**config.mk**
```make
export PLATFORM = sky130hd
export DESIGN_NAME = lms_adaptive_fir
export DESIGN_NICKNAME = d
export VERILOG_FILES = /design/src/sv/lms_pkg.sv /design/src/sv/lms_ram.sv /design/src/sv/lms_adaptive_fir.sv
export SDC_FILE = /design/constraint.sdc
export NUM_CORES = 2
export LEC_CHECK = 0
export ABC_AREA = 1
export BUFFER_PORTS_ARGS = -buffer_cell sky130_fd_sc_hd__clkbuf_2
export CORE_ASPECT_RATIO = 1.25
export CORE_MARGIN = 5
export CORE_UTILIZATION = 40
export CTS_BUF_LIST = sky130_fd_sc_hd__clkbuf_2 sky130_fd_sc_hd__clkbuf_4 sky130_fd_sc_hd__clkbuf_8
export CTS_CLUSTER_DIAMETER = 30
export DETAILED_ROUTE_END_ITERATION = 6
export GPL_TIMING_DRIVEN = 1
export HOLD_SLACK_MARGIN = 0.15
export PLACE_DENSITY = 0.69
export SLEW_MARGIN = 30
export SYNTH_ARGS = -nofsm -noshare
export SYNTH_HDL_FRONTEND = slang
export SYNTH_SLANG_ARGS = --single-unit
```
**constraint.sdc**
```tcl
create_clock -name clk -period 5.8 [get_ports clk]
set_input_delay 0.58 -clock clk [delete_from_list [all_inputs] [get_ports clk]]
set_output_delay 0.58 -clock clk [all_outputs]
set_load 0.01 [all_outputs]
```
**src/sv/lms_pkg.sv**
```systemverilog
// ----------------------------------------------------------------------------
// lms_pkg
// Shared constants for the LMS adaptive FIR filter.
// ----------------------------------------------------------------------------
package lms_pkg;

  localparam int TAPS_DEFAULT = 32;

  localparam int SAMPLE_W = 16;  // Q1.15
  localparam int WEIGHT_W = 24;  // Q4.20
  localparam int STEP_W   = 16;  // Q0.16
  localparam int DATA_W   = 2 * SAMPLE_W;

  localparam int CFG_ADDR_W = 2;
  localparam int CFG_DATA_W = 16;

  localparam logic [CFG_ADDR_W-1:0] REG_STEP_SIZE  = 2'd0;
  localparam logic [CFG_ADDR_W-1:0] REG_ERROR_MODE = 2'd1;

  localparam logic [STEP_W-1:0]   STEP_RESET  = 16'd655;
  localparam logic [WEIGHT_W-1:0] WEIGHT_INIT = 24'd943718;  // 0.9 in Q4.20

endpackage

```
**src/sv/lms_ram.sv**
```systemverilog
// ----------------------------------------------------------------------------
// lms_ram
// Simple dual-port RAM: one write port, one read port, registered read.
// ----------------------------------------------------------------------------
module lms_ram #(
  parameter int WIDTH = 16,
  parameter int DEPTH = 32
) (
  input  logic                     clk,
  input  logic                     we,
  input  logic [$clog2(DEPTH)-1:0] waddr,
  input  logic [WIDTH-1:0]         wdata,
  input  logic [$clog2(DEPTH)-1:0] raddr,
  output logic [WIDTH-1:0]         rdata
);

  logic [WIDTH-1:0] mem [DEPTH];

  always_ff @(posedge clk) begin
    if (we) begin
      mem[waddr] <= wdata;
    end
    rdata <= mem[raddr];
  end

endmodule

```
**src/sv/lms_adaptive_fir.sv**
```systemverilog
// ----------------------------------------------------------------------------
// lms_adaptive_fir
// LMS adaptive FIR filter with RAM-based delay line and tap weights.
// ----------------------------------------------------------------------------
// Each request carries a reference sample and a second sample (desired signal,
// or measured error when error_mode is set) and yields one result: the filter
// output and the error used for adaptation. Samples and weights live in two
// RAMs that are walked one tap per cycle. An item runs through these steps
// in order: the accept, one pass of TAPS reads for the dot product and its
// pipeline drain, the error and the step product, then one
// read-modify-write pass of TAPS for the weight update and its drain.
// A result still pending at the output stalls the error cycle until it is
// taken. After reset the block clears both RAMs (weight 0 is loaded with
// 0.9) before it takes its first request; configuration writes are accepted
// at any time but should only be issued while the block is idle.
// The result sits in an output register, so the next request is accepted
// while an earlier result still waits.
// ----------------------------------------------------------------------------
module lms_adaptive_fir #(
  parameter int TAPS = lms_pkg::TAPS_DEFAULT
) (
  input  logic                          clk,
  input  logic                          rst,
  // s_axis_tdata: [15:0] reference_sample, [31:16] second_sample
  input  logic                          s_axis_tvalid,
  output logic                          s_axis_tready,
  input  logic [lms_pkg::DATA_W-1:0]    s_axis_tdata,
  // m_axis_tdata: [15:0] filter_out, [31:16] error_out
  output logic                          m_axis_tvalid,
  input  logic                          m_axis_tready,
  output logic [lms_pkg::DATA_W-1:0]    m_axis_tdata,
  input  logic                          cfg_we,
  input  logic [lms_pkg::CFG_ADDR_W-1:0] cfg_addr,
  input  logic [lms_pkg::CFG_DATA_W-1:0] cfg_wdata
);

  import lms_pkg::*;

  localparam int AW    = $clog2(TAPS);
  localparam int ACC_W = AW + 20;
  localparam logic [AW-1:0] LAST = AW'(TAPS - 1);

  localparam logic [2:0] ST_CLEAR  = 3'd0;
  localparam logic [2:0] ST_IDLE   = 3'd1;
  localparam logic [2:0] ST_FILT   = 3'd2;
  localparam logic [2:0] ST_FDRAIN = 3'd3;
  localparam logic [2:0] ST_ERR    = 3'd4;
  localparam logic [2:0] ST_STEP   = 3'd5;
  localparam logic [2:0] ST_UPD    = 3'd6;
  localparam logic [2:0] ST_UDRAIN = 3'd7;

  logic [2:0]    state;
  logic [AW-1:0] idx;
  logic [AW-1:0] kidx;
  logic [AW-1:0] pos;
  logic [AW-1:0] a1;
  logic [AW-1:0] a2;
  logic          v1;
  logic          v2;

  logic [STEP_W-1:0] step_size;
  logic              error_mode;

  logic signed [SAMPLE_W-1:0] second_r;
  logic signed [ACC_W-1:0]    acc;
  logic signed [SAMPLE_W-1:0] err_r;
  logic signed [16:0]         p;
  logic signed [39:0]         fprod;
  logic signed [32:0]         dprod;
  logic signed [WEIGHT_W-1:0] wgt_d;

  logic                       s_we;
  logic [AW-1:0]              s_waddr;
  logic [SAMPLE_W-1:0]        s_wdata;
  logic [SAMPLE_W-1:0]        s_rdata;
  logic                       w_we;
  logic [AW-1:0]              w_waddr;
  logic [WEIGHT_W-1:0]        w_wdata;
  logic [WEIGHT_W-1:0]        w_rdata;

  logic                       accept;
  logic                       issue;
  logic                       upd_phase;
  logic                       out_load;
  logic [AW-1:0]              kidx_dec;
  logic signed [SAMPLE_W-1:0] y_sat;
  logic signed [16:0]         diff;
  logic signed [SAMPLE_W-1:0] diff_sat;
  logic signed [SAMPLE_W-1:0] err_val;
  logic signed [24:0]         wsum;
  logic [WEIGHT_W-1:0]        wsat;
  logic signed [32:0]         pfull;

  // ---------------------------------------------------------------------------
  // Memories
  // ---------------------------------------------------------------------------
  lms_ram #(.WIDTH(SAMPLE_W), .DEPTH(TAPS)) u_sample_ram (
    .clk   (clk),
    .we    (s_we),
    .waddr (s_waddr),
    .wdata (s_wdata),
    .raddr (kidx),
    .rdata (s_rdata)
  );

  lms_ram #(.WIDTH(WEIGHT_W), .DEPTH(TAPS)) u_weight_ram (
    .clk   (clk),
    .we    (w_we),
    .waddr (w_waddr),
    .wdata (w_wdata),
    .raddr (idx),
    .rdata (w_rdata)
  );

  // ---------------------------------------------------------------------------
  // Control decode and datapath
  // ---------------------------------------------------------------------------
  assign s_axis_tready = (state == ST_IDLE);
  assign accept        = s_axis_tvalid && s_axis_tready;
  assign issue         = (state == ST_FILT) || (state == ST_UPD);
  assign upd_phase     = (state == ST_UPD) || (state == ST_UDRAIN);
  assign out_load      = (state == ST_ERR) && (!m_axis_tvalid || m_axis_tready);
  assign kidx_dec      = (kidx == '0) ? LAST : kidx - AW'(1);
  assign pfull         = $signed({1'b0, step_size}) * err_r;

  always_comb begin
    // y saturates when the bits above the sign of a 16-bit value disagree
    if (acc[ACC_W-1:15] == '0 || acc[ACC_W-1:15] == '1) begin
      y_sat = acc[15:0];
    end else begin
      y_sat = acc[ACC_W-1] ? 16'sh8000 : 16'sh7fff;
    end

    diff = {second_r[15], second_r} - {y_sat[15], y_sat};
    if (diff[16] == diff[15]) begin
      diff_sat = diff[15:0];
    end else begin
      diff_sat = diff[16] ? 16'sh8000 : 16'sh7fff;
    end
    err_val = error_mode ? second_r : diff_sat;

    wsum = {wgt_d[WEIGHT_W-1], wgt_d} + {{2{dprod[32]}}, dprod[32:10]};
    if (wsum[24] == wsum[23]) begin
      wsat = wsum[23:0];
    end else begin
      wsat = wsum[24] ? 24'h800000 : 24'h7fffff;
    end
  end

  always_comb begin
    if (state == ST_CLEAR) begin
      s_we    = 1'b1;
      s_waddr = idx;
      s_wdata = '0;
      w_we    = 1'b1;
      w_waddr = idx;
      w_wdata = (idx == '0) ? WEIGHT_INIT : '0;
    end else begin
      s_we    = accept;
      s_waddr = pos;
      s_wdata = s_axis_tdata[SAMPLE_W-1:0];
      w_we    = v2 && upd_phase;
      w_waddr = a2;
      w_wdata = wsat;
    end
  end

  // ---------------------------------------------------------------------------
  // Configuration registers
  // ---------------------------------------------------------------------------
  always_ff @(posedge clk) begin
    if (rst) begin
      step_size  <= STEP_RESET;
      error_mode <= 1'b0;
    end else if (cfg_we) begin
      unique case (cfg_addr)
        REG_STEP_SIZE:  step_size  <= cfg_wdata[STEP_W-1:0];
        REG_ERROR_MODE: error_mode <= cfg_wdata[0];
        default: ;
      endcase
    end
  end

  // ---------------------------------------------------------------------------
  // Sequencer
  // ---------------------------------------------------------------------------
  always_ff @(posedge clk) begin
    if (rst) begin
      state <= ST_CLEAR;
      idx   <= '0;
      pos   <= '0;
      v1    <= 1'b0;
      v2    <= 1'b0;
    end else begin
      v1 <= issue;
      v2 <= v1;
      unique case (state)
        ST_CLEAR: begin
          if (idx == LAST) begin
            idx   <= '0;
            state <= ST_IDLE;
          end else begin
            idx <= idx + AW'(1);
          end
        end
        ST_IDLE: begin
          if (accept) begin
            idx   <= '0;
            state <= ST_FILT;
          end
        end
        ST_FILT, ST_UPD: begin
          if (idx == LAST) begin
            idx   <= '0;
            state <= (state == ST_FILT) ? ST_FDRAIN : ST_UDRAIN;
          end else begin
            idx <= idx + AW'(1);
          end
        end
        ST_FDRAIN: begin
          if (!v1 && !v2) begin
            state <= ST_ERR;
          end
        end
        ST_ERR: begin
          if (out_load) begin
            state <= ST_STEP;
          end
        end
        ST_STEP: begin
          state <= ST_UPD;
        end
        ST_UDRAIN: begin
          if (!v1 && !v2) begin
            pos   <= (pos == LAST) ? '0 : pos + AW'(1);
            state <= ST_IDLE;
          end
        end
        default: state <= ST_IDLE;
      endcase
    end
  end

  // back index walks down from the write position, wrapping from zero to the top
  always_ff @(posedge clk) begin
    if (accept || state == ST_STEP) begin
      kidx <= pos;
    end else if (issue) begin
      kidx <= kidx_dec;
    end
  end

  // ---------------------------------------------------------------------------
  // Arithmetic pipeline
  // ---------------------------------------------------------------------------
  always_ff @(posedge clk) begin
    if (accept) begin
      second_r <= s_axis_tdata[DATA_W-1:SAMPLE_W];
    end
    a1 <= idx;
    a2 <= a1;
    fprod <= $signed(w_rdata) * $signed(s_rdata);
    dprod <= p * $signed(s_rdata);
    wgt_d <= w_rdata;
    if (state == ST_FILT && idx == '0) begin
      acc <= '0;
    end else if (v2 && !upd_phase) begin
      acc <= acc + ACC_W'($signed(fprod[39:20]));
    end
    if (out_load) begin
      err_r <= err_val;
    end
    if (state == ST_STEP) begin
      p <= pfull[32:16];
    end
  end

  // ---------------------------------------------------------------------------
  // Output register
  // ---------------------------------------------------------------------------
  always_ff @(posedge clk) begin
    if (rst) begin
      m_axis_tvalid <= 1'b0;
    end else if (out_load) begin
      m_axis_tvalid <= 1'b1;
    end else if (m_axis_tready) begin
      m_axis_tvalid <= 1'b0;
    end
  end

  always_ff @(posedge clk) begin
    if (out_load) begin
      m_axis_tdata <= {err_val, y_sat};
    end
  end

  // ---------------------------------------------------------------------------
  // Assertions
  // ---------------------------------------------------------------------------
  a_no_wwrite_in_filter: assert property (@(posedge clk) disable iff (rst)
    (state == ST_FILT || state == ST_FDRAIN) |-> !w_we)
    else $error("weight write during filter pass");

  a_out_free_on_load: assert property (@(posedge clk) disable iff (rst)
    out_load |-> (!m_axis_tvalid || m_axis_tready))
    else $error("output register overwritten while pending");

  a_pos_moves_at_end: assert property (@(posedge clk) disable iff (rst)
    (pos != $past(pos)) |-> ($past(state) == ST_UDRAIN))
    else $error("write position moved outside end of item");

  a_pipe_order: assert property (@(posedge clk) disable iff (rst)
    v2 |-> $past(v1))
    else $error("pipeline stage valid without predecessor");

endmodule

```
==> run summary <==
Counting flops with a built-in enable in the synthesized netlist gives 1350. The run gives 0 as the number of warnings printed during yosys synthesis. The worst setup skew after layout was 0.0700 ns. The final route contains 71186 vias. Largest fanout on the critical path: 7. The worst setup path category was reg2reg. The tools report the clock latency reported for the late side of the worst-skew pair as 0.93 ns. The min-delay analysis places its worst path in the category in2reg. The run gives 406 mm as the first-pass GRT wire length. The fraction of final layout cells sized beyond drive strength 1 came out at 0.111. The number of antenna violations at the first check in global routing came out at 5. The run gives 0.308 as the worst max-slew margin expressed relative to the limit. The total overflow left after global routing is 0. The starting utilization of the core area was 0.402; the slew at the pin closest to its max-slew limit was 1.03 ns. The most used flip-flop cell after synthesis is sky130_fd_sc_hd__edfxtp_1.

The pin count of the biggest net entering global routing came out at 206. TritonCTS built the clock tree. For the finished layout, the period the worst path requires is 5.66 ns. The final routed DRC violation total is 21, and the total standard cell area after synthesis is 0.0965 mm². Setup violations remaining at the end of the flow were counted as 0. After detailed routing, the average wire length per cell comes to 19.6 µm. The number of violations of the max-capacitance limit was 0. Data arrival time of the critical path: 6.45 ns. Summed over all failing endpoints, the final setup total negative slack is 0 ns. Count of final hold-check violations: 0. Setup repair after global routing could not meet its margin everywhere. The first detailed-routing pass took 7 iterations.

The H-tree was split into 5 levels. The number of clock buffers added by TritonCTS is 268. For the achievable frequency, the log shows 177 MHz. In this run the remaining antenna-violating nets after routing total 0. The buffer type at the clock tree root was sky130_fd_sc_hd__clkbuf_8.

The count of pins over their slew limit was 0; the placer congestion estimate was 0.912. STA classifies the critical path endpoint as a flip-flop. Width of the die: 449 µm. The number of nets handed over by synthesis was 11185. Yosys mapped the design onto 52 distinct sky130hd cell types. The run gives 179 mm as the detailed-placement wirelength estimate. The count of state elements after synthesis was 1525; the post-synthesis area per instance was 9.73 µm². For the register area share after synthesis, the log shows 0.456.

After the first detailed-routing iteration, the DRC count stood at 6167. The run gives 4 as the buffer levels on the longest clock path. Area fraction of the dominant cell type after synthesis: 0.420.

After technology mapping, the gate count stands at 9921. The tools report the number of global-route vias before repair as 73970. For the all-layer global routing usage, the log shows 0.204.

The floorplan step set the die height to 559 µm. The final period utilization works out to 0.975. The worst setup path is launched from a flip-flop. Compared with the post-synthesis result, the final layout area differs by 12.8%. The tools report the required time of the critical path as 6.59 ns.

Clock-pin slew was measured on the worst setup and hold paths at 0.06 ns. The final cell utilization of the core is 0.453. The count of buffers added on input and output ports is 88.

By area the synthesized netlist is led by sky130_fd_sc_hd__edfxtp_1, sky130_fd_sc_hd__fa_1, sky130_fd_sc_hd__nand2_1. The clock drives 1525 sinks. The checks that failed: DRC.

The post-synthesis async set-or-reset flop share came out at 0. The largest total area in the synthesized netlist belongs to sky130_fd_sc_hd__edfxtp_1. The floorplan has 201 rows. The flow ran to the end, but the final reports show violations. On the final layout, the worst hold slack is 0.222 ns. 89 I/O pins were placed. Vias per cell: 5.27. The run gives 0.251 mm² as the total die area.

Wires add up to 264 mm. After floorplanning, the core was sized to cover 0.240 mm². The net count reported at finish was 11432.
## final timing paths
check	cells past startpoint	start	end	slack, ns
setup / recovery	20	p[16]	dprod[26]	0.14
hold / removal	3	s_axis_tdata[6]	u_sample_ram.mem[18][6]	0.22
setup reg to reg	20	p[16]	dprod[26]	0.14
hold reg to reg	0	a1[4]	a2[4]	0.32
## state kept, by name, summed over array words and instances, names as in the netlist, 16 cells and up
signal / cells
u_sample_ram.rdata: 16
u_weight_ram.mem: 768
second_r: 16
u_weight_ram.rdata: 24
fprod: 20
err_r: 16
u_sample_ram.mem: 512
p: 17
dprod: 23
step_size: 16
acc: 25
m_axis_tdata: 16
wgt_d: 24
## kinds of logic after synthesis
kind of cell / synth area share
adders and majority gates: 0.222
and+or+nand+nor: 0.138
DFF: 0.456
xor gates and xnor gates: 0.00826
buffers and inverters: 0.0888
AOI/OAI and AO/OA: 0.0858
## through the flow
stage	instances	worst slack [ns]	instance area (µm²)
final	13519	0.142	109000
after floorplan	9921	0.205	96500
after detailed placement	12964	-0.00861	102000
after CTS	13479	0.0255	108000
after global routing	13516	-0.100	109000
after global placement	12962	0.00707	102000
## timing repair
item,4_1_cts,5_1_grt
endpoints found under the hold margin,40,0
pin swaps,0,38
buffers inserted,0,33
setup endpoints to repair,5,54
gates cloned,0,3
resized for setup,3,184
hold buffers,44,0
## layout by cell type, fill, tap and decap left out, types with 64 or more instances in the layout
| cell type | instances |
|---|---|
| sky130_fd_sc_hd__a21oi_1 | 245 |
| sky130_fd_sc_hd__buf_4 | 279 |
| sky130_fd_sc_hd__clkbuf_2 | 88 |
| sky130_fd_sc_hd__clkbuf_8 | 288 |
| sky130_fd_sc_hd__dfxtp_1 | 157 |
| sky130_fd_sc_hd__edfxtp_1 | 1350 |
| sky130_fd_sc_hd__fa_1 | 834 |
| sky130_fd_sc_hd__ha_1 | 345 |
| sky130_fd_sc_hd__inv_1 | 1709 |
| sky130_fd_sc_hd__nand2_1 | 1768 |
| sky130_fd_sc_hd__nand3_1 | 257 |
| sky130_fd_sc_hd__nor2_1 | 1050 |
| sky130_fd_sc_hd__nor2_2 | 64 |
| sky130_fd_sc_hd__o21ai_0 | 766 |
| sky130_fd_sc_hd__o22ai_1 | 283 |
## critical path: stages, from the launching register on
cell and delay (ns):
sky130_fd_sc_hd__edfxtp_1 0.53, sky130_fd_sc_hd__buf_6 0.20, sky130_fd_sc_hd__nand2_1 0.06, sky130_fd_sc_hd__inv_1 0.05, sky130_fd_sc_hd__fa_1 0.52, sky130_fd_sc_hd__fa_2 0.64
sky130_fd_sc_hd__clkinvlp_4 0.17, sky130_fd_sc_hd__buf_4 0.17, sky130_fd_sc_hd__fa_2 0.47, sky130_fd_sc_hd__fa_2 0.53, sky130_fd_sc_hd__inv_1 0.05, sky130_fd_sc_hd__fa_2 0.52
sky130_fd_sc_hd__fa_1 0.45, sky130_fd_sc_hd__ha_4 0.33, sky130_fd_sc_hd__nand2_1 0.10, sky130_fd_sc_hd__nor2_2 0.14, sky130_fd_sc_hd__inv_1 0.07, sky130_fd_sc_hd__nor2_2 0.16
sky130_fd_sc_hd__nand4_1 0.19, sky130_fd_sc_hd__nand3_1 0.14, sky130_fd_sc_hd__nand2_1 0.06
## area by class of cell
type / count / area [µm²]
Tap cell: 3146 / 3940
Inverter: 1738 / 6550
Fill cell: 21993 / 131000
Sequential cell: 1525 / 44100
Clock buffer: 348 / 4410
Multi-Input combinational cell: 6163 / 44700
Antenna cell: 4 / 10.0
Timing Repair Buffer: 472 / 4080
Clock inverter: 123 / 1110
## synthesized netlist by cell type (37+ instances only)
cell and n:
sky130_fd_sc_hd__a21oi_1 271, sky130_fd_sc_hd__buf_2 89, sky130_fd_sc_hd__clkbuf_1 373, sky130_fd_sc_hd__dfxtp_1 175, sky130_fd_sc_hd__edfxtp_1 1350, sky130_fd_sc_hd__fa_1 844
sky130_fd_sc_hd__ha_1 365, sky130_fd_sc_hd__inv_1 1725, sky130_fd_sc_hd__nand2_1 1788, sky130_fd_sc_hd__nand3_1 258, sky130_fd_sc_hd__nand4_1 41, sky130_fd_sc_hd__nor2_1 1115
sky130_fd_sc_hd__nor3_1 44, sky130_fd_sc_hd__o21ai_0 785, sky130_fd_sc_hd__o21ai_1 38, sky130_fd_sc_hd__o22ai_1 283, sky130_fd_sc_hd__xnor2_1 37, sky130_fd_sc_hd__xor2_1 54
## layer usage
layer | track usage | wire length (µm) | vias to the layer above
met4 | 0.102 | 13800 | 0
li1 | - | - | 32389
met3 | 0.0292 | 19300 | 719
met5 | 0 | 0 | -
met2 | 0.363 | 133000 | 2960
met1 | 0.240 | 97800 | 35118
Power is left out: the tool's default activity adds up to more than one toggle a clock period on the data nets, which glitch-free logic cannot reach.
